**config.mk**
```make
export PLATFORM = sky130hd
export DESIGN_NAME = command_line_keyword_matcher_unit
export DESIGN_NICKNAME = d
export VERILOG_FILES = /design/src/rtl/clkm_pkg.sv /design/src/rtl/command_line_keyword_matcher_unit.sv /design/src/rtl/clkm_store.sv /design/src/rtl/clkm_seq.sv
export SDC_FILE = /design/constraint.sdc
export NUM_CORES = 1
export LEC_CHECK = 0
export BUFFER_PORTS_ARGS = -buffer_cell sky130_fd_sc_hd__buf_2
export CORE_MARGIN = 1.5
export CORE_UTILIZATION = 50
export CTS_CLUSTER_DIAMETER = 60
export DETAILED_ROUTE_END_ITERATION = 10
export GPL_TIMING_DRIVEN = 1
export HOLD_SLACK_MARGIN = 0.06
export PLACE_DENSITY = 0.76
export SLEW_MARGIN = 20
export SYNTH_ARGS = -nofsm -noshare
export SYNTH_HDL_FRONTEND = slang
export SYNTH_SLANG_ARGS = --single-unit
```
**constraint.sdc**
```tcl
create_clock -name clock -period 7.9 [get_ports clock]
set_input_delay 0.395 -clock clock [delete_from_list [all_inputs] [get_ports clock]]
set_output_delay 0.395 -clock clock [all_outputs]
set_load 0.1 [all_outputs]
```
**src/rtl/clkm_pkg.sv**
```systemverilog
// ----------------------------------------------------------------------------
// clkm_pkg
// Shared types, constants and keyword table of the command line keyword
// matcher.
// ----------------------------------------------------------------------------
`default_nettype none

package clkm_pkg;

   localparam int LINE_CAPACITY = 64;
   localparam int COMMAND_COUNT = 5;
   localparam int MAX_RESULTS   = 64;
   localparam int KEYWORD_TOTAL = 5;
   localparam int KW_MAX_LEN    = 10;

   localparam int KW_IDX_W  = 3;
   localparam int KW_POS_W  = 4;
   localparam int ID_W      = 3;
   localparam int CNT_W     = $clog2(MAX_RESULTS + 1);

   // entries actually searched
   localparam int KW_ACTIVE = (KEYWORD_TOTAL < COMMAND_COUNT) ? KEYWORD_TOTAL : COMMAND_COUNT;

   localparam logic [ID_W-1:0]     UNKNOWN_ID = ID_W'(COMMAND_COUNT);
   localparam logic [KW_IDX_W-1:0] KW_LAST    = KW_IDX_W'(KW_ACTIVE - 1);

   localparam logic [7:0] CHAR_NUL   = 8'd0;
   localparam logic [7:0] CHAR_TAB   = 8'd9;
   localparam logic [7:0] CHAR_LF    = 8'd10;
   localparam logic [7:0] CHAR_CR    = 8'd13;
   localparam logic [7:0] CHAR_SPACE = 8'd32;

   typedef enum logic [2:0] {
      ST_IDLE,
      ST_KW_CHECK,
      ST_KW_CMP,
      ST_SKIP_CHECK,
      ST_SKIP_CMP,
      ST_EMIT_READ,
      ST_EMIT_LOAD,
      ST_EMPTY
   } seq_state_type;

   // keyword text, left-justified, zero padded
   function automatic logic [KW_MAX_LEN*8-1:0] kw_text(input logic [KW_IDX_W-1:0] k);
      logic [KW_MAX_LEN*8-1:0] t;
      case (k)
         3'd0:    t = {"*IDN?", 40'h0};
         3'd1:    t = {"LED", 56'h0};
         3'd2:    t = "STEP:DELAY";
         3'd3:    t = {"STEP:INIT", 8'h0};
         3'd4:    t = {"HELP", 48'h0};
         default: t = '0;
      endcase
      return t;
   endfunction

   function automatic logic [KW_POS_W-1:0] kw_len(input logic [KW_IDX_W-1:0] k);
      logic [KW_POS_W-1:0] n;
      case (k)
         3'd0:    n = 4'd5;
         3'd1:    n = 4'd3;
         3'd2:    n = 4'd10;
         3'd3:    n = 4'd9;
         3'd4:    n = 4'd4;
         default: n = 4'd0;
      endcase
      return n;
   endfunction

   function automatic logic [7:0] kw_char(input logic [KW_IDX_W-1:0] k,
                                          input logic [KW_POS_W-1:0] i);
      logic [KW_MAX_LEN*8-1:0] t;
      t = kw_text(k) << (8 * int'(i));
      return t[KW_MAX_LEN*8-1 -: 8];
   endfunction

   function automatic logic [7:0] fold_case(input logic [7:0] c);
      logic [7:0] r;
      r = c;
      if (c >= 8'd97 && c <= 8'd122) begin
         r = c - 8'd32;
      end
      return r;
   endfunction

endpackage

`default_nettype wire

```
**src/rtl/command_line_keyword_matcher_unit.sv**
```systemverilog
// ----------------------------------------------------------------------------
// command_line_keyword_matcher_unit
// Collects received bytes into a line store and, at each line end, reports
// the matched keyword and the argument characters.
//
//   channel  dir  handshake              payload
//   req      in   req_valid/req_stall    req_rx_byte
//   rsp      out  rsp_valid/rsp_stall    rsp_command_id, rsp_arg_char,
//                                        rsp_char_valid, rsp_last
//
// An ordinary byte is written to the store when accepted. After a line end
// the block stalls req while one shared compare unit works through the store:
// each keyword character compared, skipped blank and emitted item is a store
// read, then a step on the registered data. rsp_stall holds the sequencer.
// Reset is synchronous; the line store is not cleared.
// ----------------------------------------------------------------------------
`default_nettype none

module command_line_keyword_matcher_unit #(
   parameter int LINE_CAPACITY = clkm_pkg::LINE_CAPACITY,
   localparam int PW = $clog2(LINE_CAPACITY)
) (
   input  wire logic                      clock,
   input  wire logic                      reset,
   input  wire logic                      req_valid,
   output logic                           req_stall,
   input  wire logic [7:0]                req_rx_byte,
   output logic                           rsp_valid,
   input  wire logic                      rsp_stall,
   output logic [clkm_pkg::ID_W-1:0]      rsp_command_id,
   output logic [7:0]                     rsp_arg_char,
   output logic                           rsp_char_valid,
   output logic                           rsp_last
);

   logic [PW-1:0] wpos_ff, wpos_in;
   logic          busy;
   logic          accept;
   logic          is_end;
   logic          wr_en;
   logic          start;
   logic          rd_en;
   logic [PW-1:0] rd_addr;
   logic [7:0]    rd_data;

   assign req_stall = busy;
   assign accept    = req_valid && !busy;
   assign is_end    = (req_rx_byte == clkm_pkg::CHAR_LF) || (req_rx_byte == clkm_pkg::CHAR_CR) ||
                      (req_rx_byte == clkm_pkg::CHAR_NUL);
   assign wr_en     = accept && !is_end;
   assign start     = accept && is_end && (wpos_ff != '0);

   always_comb begin
      wpos_in = wpos_ff;
      if (accept) begin
         if (is_end) begin
            wpos_in = '0;
         end else if (wpos_ff == PW'(LINE_CAPACITY - 1)) begin
            // store full: drop the line
            wpos_in = '0;
         end else begin
            wpos_in = wpos_ff + 1'b1;
         end
      end
   end

   always_ff @(posedge clock) begin
      if (reset) begin
         wpos_ff <= '0;
      end else begin
         wpos_ff <= wpos_in;
      end
   end

   clkm_store #(
      .LINE_CAPACITY(LINE_CAPACITY)
   ) u_store (
      .clock   (clock),
      .wr_en   (wr_en),
      .wr_addr (wpos_ff),
      .wr_data (req_rx_byte),
      .rd_en   (rd_en),
      .rd_addr (rd_addr),
      .rd_data (rd_data)
   );

   clkm_seq #(
      .LINE_CAPACITY(LINE_CAPACITY)
   ) u_seq (
      .clock          (clock),
      .reset          (reset),
      .start          (start),
      .line_len       (wpos_ff),
      .busy           (busy),
      .rd_en          (rd_en),
      .rd_addr        (rd_addr),
      .rd_data        (rd_data),
      .rsp_valid      (rsp_valid),
      .rsp_stall      (rsp_stall),
      .rsp_command_id (rsp_command_id),
      .rsp_arg_char   (rsp_arg_char),
      .rsp_char_valid (rsp_char_valid),
      .rsp_last       (rsp_last)
   );

endmodule

`default_nettype wire

```
**src/rtl/clkm_store.sv**
```systemverilog
// ----------------------------------------------------------------------------
// clkm_store
// Line store: one write port, one registered read port.
// ----------------------------------------------------------------------------
`default_nettype none

module clkm_store #(
   parameter int LINE_CAPACITY = clkm_pkg::LINE_CAPACITY,
   localparam int PW = $clog2(LINE_CAPACITY)
) (
   input  wire logic          clock,
   input  wire logic          wr_en,
   input  wire logic [PW-1:0] wr_addr,
   input  wire logic [7:0]    wr_data,
   input  wire logic          rd_en,
   input  wire logic [PW-1:0] rd_addr,
   output logic [7:0]         rd_data
);

   logic [7:0] store_ff [LINE_CAPACITY];
   logic [7:0] rd_data_ff;

   always_ff @(posedge clock) begin
      if (wr_en) begin
         store_ff[wr_addr] <= wr_data;
      end
      if (rd_en) begin
         rd_data_ff <= store_ff[rd_addr];
      end
   end

   assign rd_data = rd_data_ff;

endmodule

`default_nettype wire

```
**src/rtl/clkm_seq.sv**
```systemverilog
// ----------------------------------------------------------------------------
// clkm_seq
// Match and emit sequencer: walks the keyword table one character per
// compare, skips blanks, then streams the argument through the output register.
// ----------------------------------------------------------------------------
`default_nettype none

module clkm_seq #(
   parameter int LINE_CAPACITY = clkm_pkg::LINE_CAPACITY,
   localparam int PW = $clog2(LINE_CAPACITY)
) (
   input  wire logic                      clock,
   input  wire logic                      reset,
   input  wire logic                      start,
   input  wire logic [PW-1:0]             line_len,
   output logic                           busy,
   output logic                           rd_en,
   output logic [PW-1:0]                  rd_addr,
   input  wire logic [7:0]                rd_data,
   output logic                           rsp_valid,
   input  wire logic                      rsp_stall,
   output logic [clkm_pkg::ID_W-1:0]      rsp_command_id,
   output logic [7:0]                     rsp_arg_char,
   output logic                           rsp_char_valid,
   output logic                           rsp_last
);

   localparam int CMPW = (PW > clkm_pkg::KW_POS_W) ? PW : clkm_pkg::KW_POS_W;

   clkm_pkg::seq_state_type state_ff, state_in;
   logic [clkm_pkg::KW_IDX_W-1:0] k_ff, k_in;
   logic [clkm_pkg::KW_POS_W-1:0] i_ff, i_in;
   logic [PW-1:0]                 pos_ff, pos_in;
   logic [PW-1:0]                 len_ff, len_in;
   logic [clkm_pkg::CNT_W-1:0]    cnt_ff, cnt_in;
   logic [clkm_pkg::ID_W-1:0]     id_ff, id_in;

   logic                          rsp_valid_ff, rsp_valid_in;
   logic [clkm_pkg::ID_W-1:0]     rsp_id_ff, rsp_id_in;
   logic [7:0]                    rsp_char_ff, rsp_char_in;
   logic                          rsp_cv_ff, rsp_cv_in;
   logic                          rsp_last_ff, rsp_last_in;

   logic                          out_free;
   logic                          emit_last;
   logic                          char_eq;
   logic                          is_blank;

   assign out_free  = !rsp_valid_ff || !rsp_stall;
   assign char_eq   = clkm_pkg::fold_case(rd_data) ==
                      clkm_pkg::fold_case(clkm_pkg::kw_char(k_ff, i_ff));
   assign is_blank  = (rd_data == clkm_pkg::CHAR_SPACE) || (rd_data == clkm_pkg::CHAR_TAB);
   assign emit_last = ({1'b0, pos_ff} + 1'b1 == {1'b0, len_ff}) ||
                      (cnt_ff == clkm_pkg::CNT_W'(clkm_pkg::MAX_RESULTS - 1));

   always_ff @(posedge clock) begin
      if (reset) begin
         state_ff     <= clkm_pkg::ST_IDLE;
         rsp_valid_ff <= 1'b0;
      end else begin
         state_ff     <= state_in;
         rsp_valid_ff <= rsp_valid_in;
      end
      k_ff        <= k_in;
      i_ff        <= i_in;
      pos_ff      <= pos_in;
      len_ff      <= len_in;
      cnt_ff      <= cnt_in;
      id_ff       <= id_in;
      rsp_id_ff   <= rsp_id_in;
      rsp_char_ff <= rsp_char_in;
      rsp_cv_ff   <= rsp_cv_in;
      rsp_last_ff <= rsp_last_in;
   end

   always_comb begin
      state_in     = state_ff;
      k_in         = k_ff;
      i_in         = i_ff;
      pos_in       = pos_ff;
      len_in       = len_ff;
      cnt_in       = cnt_ff;
      id_in        = id_ff;
      rd_en        = 1'b0;
      rd_addr      = pos_ff;
      rsp_valid_in = rsp_valid_ff && rsp_stall;
      rsp_id_in    = rsp_id_ff;
      rsp_char_in  = rsp_char_ff;
      rsp_cv_in    = rsp_cv_ff;
      rsp_last_in  = rsp_last_ff;

      case (state_ff)
         clkm_pkg::ST_IDLE: begin
            if (start) begin
               len_in   = line_len;
               k_in     = '0;
               i_in     = '0;
               cnt_in   = '0;
               state_in = clkm_pkg::ST_KW_CHECK;
            end
         end
         clkm_pkg::ST_KW_CHECK: begin
            if (i_ff == clkm_pkg::kw_len(k_ff)) begin
               id_in    = clkm_pkg::ID_W'(k_ff);
               pos_in   = PW'(i_ff);
               state_in = clkm_pkg::ST_SKIP_CHECK;
            end else if (CMPW'(i_ff) >= CMPW'(len_ff)) begin
               if (k_ff == clkm_pkg::KW_LAST) begin
                  id_in    = clkm_pkg::UNKNOWN_ID;
                  pos_in   = '0;
                  state_in = clkm_pkg::ST_EMIT_READ;
               end else begin
                  k_in = k_ff + 1'b1;
                  i_in = '0;
               end
            end else begin
               rd_en    = 1'b1;
               rd_addr  = PW'(i_ff);
               state_in = clkm_pkg::ST_KW_CMP;
            end
         end
         clkm_pkg::ST_KW_CMP: begin
            if (char_eq) begin
               i_in     = i_ff + 1'b1;
               state_in = clkm_pkg::ST_KW_CHECK;
            end else if (k_ff == clkm_pkg::KW_LAST) begin
               id_in    = clkm_pkg::UNKNOWN_ID;
               pos_in   = '0;
               state_in = clkm_pkg::ST_EMIT_READ;
            end else begin
               k_in     = k_ff + 1'b1;
               i_in     = '0;
               state_in = clkm_pkg::ST_KW_CHECK;
            end
         end
         clkm_pkg::ST_SKIP_CHECK: begin
            if (pos_ff >= len_ff) begin
               state_in = clkm_pkg::ST_EMPTY;
            end else begin
               rd_en    = 1'b1;
               state_in = clkm_pkg::ST_SKIP_CMP;
            end
         end
         clkm_pkg::ST_SKIP_CMP: begin
            if (is_blank) begin
               pos_in   = pos_ff + 1'b1;
               state_in = clkm_pkg::ST_SKIP_CHECK;
            end else begin
               state_in = clkm_pkg::ST_EMIT_READ;
            end
         end
         clkm_pkg::ST_EMIT_READ: begin
            rd_en    = 1'b1;
            state_in = clkm_pkg::ST_EMIT_LOAD;
         end
         clkm_pkg::ST_EMIT_LOAD: begin
            // read data holds until the output register frees up
            if (out_free) begin
               rsp_valid_in = 1'b1;
               rsp_id_in    = id_ff;
               rsp_char_in  = rd_data;
               rsp_cv_in    = 1'b1;
               rsp_last_in  = emit_last;
               pos_in       = pos_ff + 1'b1;
               cnt_in       = cnt_ff + 1'b1;
               state_in     = emit_last ? clkm_pkg::ST_IDLE : clkm_pkg::ST_EMIT_READ;
            end
         end
         clkm_pkg::ST_EMPTY: begin
            if (out_free) begin
               rsp_valid_in = 1'b1;
               rsp_id_in    = id_ff;
               rsp_char_in  = clkm_pkg::CHAR_NUL;
               rsp_cv_in    = 1'b0;
               rsp_last_in  = 1'b1;
               state_in     = clkm_pkg::ST_IDLE;
            end
         end
         default: begin
            state_in = clkm_pkg::ST_IDLE;
         end
      endcase
   end

   assign busy           = (state_ff != clkm_pkg::ST_IDLE);
   assign rsp_valid      = rsp_valid_ff;
   assign rsp_command_id = rsp_id_ff;
   assign rsp_arg_char   = rsp_char_ff;
   assign rsp_char_valid = rsp_cv_ff;
   assign rsp_last       = rsp_last_ff;

   a_empty_is_last: assert property (@(posedge clock) disable iff (reset)
      rsp_valid_ff && !rsp_cv_ff |-> rsp_last_ff)
      else $error("empty argument item not marked last");

   a_start_when_idle: assert property (@(posedge clock) disable iff (reset)
      start |-> state_ff == clkm_pkg::ST_IDLE)
      else $error("line start while sequencer busy");

   a_cmp_after_read: assert property (@(posedge clock) disable iff (reset)
      state_ff == clkm_pkg::ST_KW_CMP |-> $past(state_ff) == clkm_pkg::ST_KW_CHECK)
      else $error("keyword compare without a store read");

   a_id_range: assert property (@(posedge clock) disable iff (reset)
      rsp_valid_ff |-> rsp_id_ff <= clkm_pkg::UNKNOWN_ID)
      else $error("command id out of range");

endmodule

`default_nettype wire

```
[Word-level counts from Yosys, hierarchy flattened]
Memory sizes are Yosys's and may differ from the RTL's. A register that Yosys moved wholly into a read port is not among the register bits.
Cells that the tools add are included.
Cells by class
  add/sub/neg operators: 8
  multiply operators: 0
  div/mod/pow operators: 0
  order comparisons: 6
  equal/unequal tests: 29
  shift operators: 1
  multiplexer cells: 65
  bitwise operators: 0
  reductions and logical operators: 36
Operators by type and width (count)
  one-hot mux 79 bit (5 select lines): 1
  << shifter 79 x 7 -> 80 bit: 1
  2-to-1 mux 6 bit: 11
  2-to-1 mux 3 bit: 19
  2-to-1 mux 8 bit: 4
  equality test 8 x 4 -> 1 bit (second input constant): 3
  2-to-1 mux 4 bit: 6
  one-hot mux 3 bit (8 select lines): 1
  one-hot mux 6 bit (4 select lines): 1
  one-hot mux 4 bit (5 select lines): 1
  greater-or-equal comparator 8 x 7 -> 1 bit (second input constant): 2
  <= comparator 8 x 7 -> 1 bit (second input constant): 2
  one-hot mux 8 bit (2 select lines): 1
  subtractor 8 x 6 -> 8 bit (second input constant): 2
  equality test 3 bit (second input constant): 5
  2-to-1 mux 7 bit: 2
  one-hot mux 7 bit (2 select lines): 1
  adder 6 x 1 -> 6 bit (second input constant): 2
  equality test 3 x 2 -> 1 bit (second input constant): 4
  one-hot mux 4 bit (3 select lines): 1
  2-to-1 mux 1 bit: 10
  AND reduction 5 bit: 2
  one-hot mux 3 bit (3 select lines): 1
  AND reduction 3 bit: 3
  other kinds (33): 59
Storage, ports and cells
  register bits: 52
  bits in latches: 0
  bits in writable memories: 512
  ROM bits: 0
  input port bits: 12
  output and inout bits: 15
  memories kept: 1
Memories
  u_store.store_ff: words 64, bits a word 8, read ports 1, clocked after Yosys merged registers in 1, write ports 1, RTL line clkm_store.sv:20  | logic [7:0] store_ff [LINE_CAPACITY];

[Longest topological paths before layout]
  word-level depth: 9
  mapped depth: 18
  gate-level depth less buffers: 14

[Modules after synthesis]
Synthesis repeated with hierarchy kept, for this count alone.
Second synthesis, totals
  cells, all modules: 1403
  area total of the unflattened synthesis: 24315.8 um^2
Modules (own cells, without submodules)
  clkm_store: instances 1, cells an instance 940, area each 20246.9 um^2, sequential area each 15615.0 um^2
  clkm_seq: instances 1, cells an instance 414, area each 3649.8 um^2, sequential area each 1341.3 um^2
  command_line_keyword_matcher_unit: instances 1, cells an instance 49, area each 419.2 um^2, sequential area each 120.1 um^2

[Worst setup path after synthesis]
OpenSTA, ideal clock, no wires.
  path kind: flip-flop to flip-flop
  start: register u_seq.k_ff[0] (netlist name)
  end: register u_store.rd_data_ff[7], in the netlist u_store.rd_data[7] (read register of u_store.store_ff), data pin
  library setup time: 0.261 ns
  arrival: 3.783 ns
  data required time: 7.639 ns
  slack: 3.857 ns
  stages on the path, launching flop included: 16
  path buffers: 4
  cells stage by stage: edfxtp_1 -> inv_1 -> ha_1 -> buf_2 -> nor2b_1 -> buf_2 -> or3_1 -> a221o_1 -> o211ai_4 -> mux2i_1 -> buf_6 -> buf_2 -> mux4_2 -> a21oi_1 -> nand3_1 -> a221o_1
Between the ends
  word-level cells in the longest chain between the ends: 6
  elaborated cells between the ends (all ways): 12
Ends and longest elaborated chain
  from (decl): RTL line clkm_seq.sv:31  | logic [clkm_pkg::KW_IDX_W-1:0] k_ff, k_in;
  from (signal assigned): RTL line clkm_seq.sv:64  | k_ff <= k_in;
  equality test 3 bit (tied with other cells): RTL line clkm_pkg.sv:60  | case (k)
  one-hot mux 4 bit (5 select lines) (*): RTL line clkm_pkg.sv:60
  2-to-1 mux 4 bit (*): RTL line clkm_seq.sv:92  | case (state_ff)
  equality test 4 bit (*): RTL line clkm_seq.sv:103  | if (i_ff == clkm_pkg::kw_len(k_ff)) begin
  2-to-1 mux 1 bit or 2-to-1 mux 6 bit (tied branches): RTL line clkm_seq.sv:103
  one-hot mux 1 bit (3 select lines) or 2-to-1 mux 6 bit (tied branches): RTL line clkm_seq.sv:92
  to (decl): RTL line clkm_store.sv:21  | logic [7:0] rd_data_ff;
Mark *: on every way between the ends. The rest lies on a longest branch, timed or not. The select of a mux whose other input is x is not followed.
A chain may end at the register's enable or synchronous reset.

[Worst setup path in the final report]
  start: register u_seq.i_ff[0] (netlist name)
  end: register u_store.rd_data_ff[6], in the netlist u_store.rd_data[6] (read register of u_store.store_ff), data pin
Between the ends
  word-level cells in the longest chain between the ends: 4
  elaborated cells between the ends (all ways): 8
Ends and longest elaborated chain
  from (decl): RTL line clkm_seq.sv:32  | logic [clkm_pkg::KW_POS_W-1:0] i_ff, i_in;
  from (signal assigned): RTL line clkm_seq.sv:65  | i_ff <= i_in;
  greater-or-equal comparator 4 x 6 -> 1 bit: RTL line clkm_seq.sv:107  | end else if (CMPW'(i_ff) >= CMPW'(len_ff)) begin
  2-to-1 mux 1 bit or 2-to-1 mux 6 bit (tied branches): RTL line clkm_seq.sv:107
  2-to-1 mux 1 bit or 2-to-1 mux 6 bit (tied branches): RTL line clkm_seq.sv:103
  one-hot mux 1 bit (3 select lines) or 2-to-1 mux 6 bit (tied branches): RTL line clkm_seq.sv:92
Parallel ways exist; a longest one is shown, timed or not.

==> impl_metrics.ini <==
[status]
status = finished clean

[cts]
cts_buffer_depth = 3
cts.repair.resized = 0
h-tree-depth = 2
cts_buffers = 57
cts_hold_buffers = 0
numClockSinks = 572
clk_latency_ns = 0.61
cts_setup_buffers = 0
root_buffer = clkbuf_16
path_clk_slew_ns = 0.06
cts_tree = yes

[sta]
post-route-min-period_ns = 6.18
fmax_ghz = 0.162
finalWorstSetupSlack_ns = 1.72
fin_crit_sh = 0.783
rsz0062_at_grt = false
worstMarginPinSlew_ns = 1.03
fin_tns_setup_ns = 0
slew_violations = 0
finalClockSkew_ns = 0.0230
hold_viol_final = 0
slew_headroom = 0.310
setup_viol = 0

[synthesis]
yosys.area_share.simple = 0.120
ys_types = 75
synth_top_family_by_area = simple AND/OR/NAND/NOR gates
synth_compound_area_frac = 0.0788
synth_commonest_cells = 562 x edfxtp_1, 289 x nand2_1, 124 x nor2_1
synth-seq-cells = 572
synth_area_per_cell_um2 = 13.8
synthTopCellsByArea = edfxtp_1 70%, nand2_1 4.5%, mux4_2 4.0%
synth_top_area_frac = 0.696
syn_inst = 1750
synthMuxAreaShare = 0.0546
ys.flop_type = edfxtp_1
async_flop_share = 0
syn_nets = 1786
synth_edf_count = 562
yosysSeqAreaShare = 0.705
synth.most_common_cell = edfxtp_1
synth_adder_area_share = 0.0124
synth_xor_xnor_area_share = 0.00903
yosys_warnings = 0
yosysTopAreaCell = edfxtp_1
synth.cell_area_um2 = 24200

[critical_path]
slowest_delay_ns = 0.95
cp_top_family = compound AO/OA/AOI/OAI gates
crit_top_cell = a21oi_1
arrival_ns = 6.53
cpMaxStageDelayCell = mux2_2
cp_num_buf_inv = 2
worst_ep_required_time_ns = 8.25
end_kind = register
path_max_fanout = 35
critPathLaunchType = register
crit_type = reg -> reg
worstPathCellList = clkinv_1, ha_1, nor2_1, a21oi_1, o31ai_1, o211ai_4, mux2_2, buf_4, mux4_2, a2111oi_2, a21oi_1, a221o_1

[grt]
busiest_layer = met2
grt_pass1_wl_um = 92300
grtUsageMet1 = 0.342
grt_max_degree = 164
grt_use_met2 = 0.377
grt.total_usage = 0.246
use_met3 = 0.0495
antenna_found_initial = 0
grt_pass1_vias = 15000
grt_overflow_total = 0

[power]
power_frac_comb = 0.186
swShare = 0.284
pwr-share-clk = 0.347
vdd_drop_max_mv = 0.178
switching_power_w = 0.00209
p_per_area_nw_per_um2 = 276
p_int_w = 0.00528
leakagePower_nw = 8.73
seq_power_share = 0.467

[die]
num_rows = 80
pin_count = 27
die_w_um = 223
die_h_um = 223
start_util = 0.508
dieArea_um2 = 49800
fp.coreArea_um2 = 47700

[place]
hpwl_um = 37400
place_ws_ns = 1.81
io_buffers = 26
place.gp.congestion = 0.973
postPlaceCellArea_um2 = 24900

[drt]
totalWireLength_um = 60700
routedWlPerCell_um = 25.1
via_per_inst = 6.39
vias = 15500
drtIter0Drc = 2259
antenna_left = 0
drc = 0
drt-pass1-iter-count = 6

[final_layout]
post-route-cell-area_um2 = 26700
n_antenna_cell = 0
drive_gt1_frac = 0.108
area_growth_syn_to_layout_pct = 10.1
nNetsFinal = 1797
post-route-util = 0.559

[job]
max_cap_violations = 0

[worst_hold_path]
hp-class = in -> reg
==> worst register-to-register path, cell delays in order, from the launching register on <==
cell and delay [ns]:
edfxtp_1 0.81, clkinv_1 0.52, ha_1 0.44, nor2_1 0.12
a21oi_1 0.08, o31ai_1 0.74, o211ai_4 0.43, mux2_2 0.96
buf_4 0.60, mux4_2 0.41, a2111oi_2 0.37, a21oi_1 0.13
a221o_1 0.32
==> metrics by stage <==
step	cells	power, W	hold WS [ns]
after floorplan	1750	0.00439	0.406
after global placement	2317	0.00482	0.434
after detailed placement	2317	0.00484	0.437
after CTS	2418	0.00736	0.0893
after global routing	2418	0.00760	0.122
final	2418	0.00737	0.122
==> worst paths after layout <==
kind	start	end	slack, ns	cells after the start
max	u_seq.i_ff[0]	u_store.rd_data[6]	1.72	12
min reg2reg	u_seq.id_ff[0]	u_seq.rsp_command_id[0]	0.45	0
max reg2reg	u_seq.i_ff[0]	u_store.rd_data[6]	1.72	12
min	req_valid	wpos_ff[1]	0.12	3
==> placed cells by master, fill, tap and decap left out, drive strengths merged, types with 23 or more instances in the layout <==
master	count
nand2	289
a22oi	26
clkbuf	67
nand3	110
inv	24
nand4	27
clkinv	31
nor2	126
buf	47
ha	24
o21ai	36
edfxtp	562
mux4	43
a31oi	27
a21oi	85
mux2i	23
==> registers in the layout (all words and copies together) (netlist names), 3 cells and up <==
name and cells:
u_seq.pos_ff 6, u_seq.rsp_command_id 3, u_seq.state_ff 3, u_store.rd_data 8
wpos_ff 6, u_seq.k_ff 3, u_seq.len_ff 6, u_seq.id_ff 3
u_store.store_ff 512, u_seq.cnt_ff 7, u_seq.i_ff 4, u_seq.rsp_arg_char 8
==> cells by family after synthesis <==
kind of cell | count (synthesis)
AND/OR/NAND/NOR | 649
buffers and inverters | 121
flip-flops | 572
XOR/XNOR | 25
multiplexers | 77
adder cells (fa/ha/maj) | 24
AO/OA/AOI/OAI | 282
==> power by group through the flow <==
stage / logic, W / registers (W) / clock network (W)
finish: 0.00137 / 0.00344 / 0.00256
global route: 0.00146 / 0.00345 / 0.00269
CTS: 0.00135 / 0.00344 / 0.00257
detailed placement: 0.00134 / 0.00351 / 0
global placement: 0.00132 / 0.00350 / 0
floorplan: 0.000921 / 0.00347 / 0
==> area by class of cell <==
type | count | area, um^2
Clock inverter | 34 | 272
Sequential cell | 572 | 17100
Multi-Input combinational cell | 1057 | 6700
Timing Repair Buffer | 47 | 300
Clock buffer | 67 | 1460
Inverter | 26 | 97.6
Tap cell | 615 | 769
Fill cell | 3614 | 21100
==> layer usage <==
metal / routed length [um] / vias to the layer above
li1: - / 6721
met1: 23600 / 7601
met2: 27600 / 962
met3: 6670 / 175
met4: 2910 / 0
met5: 0 / -
Power figures use the tool's default switching activity.
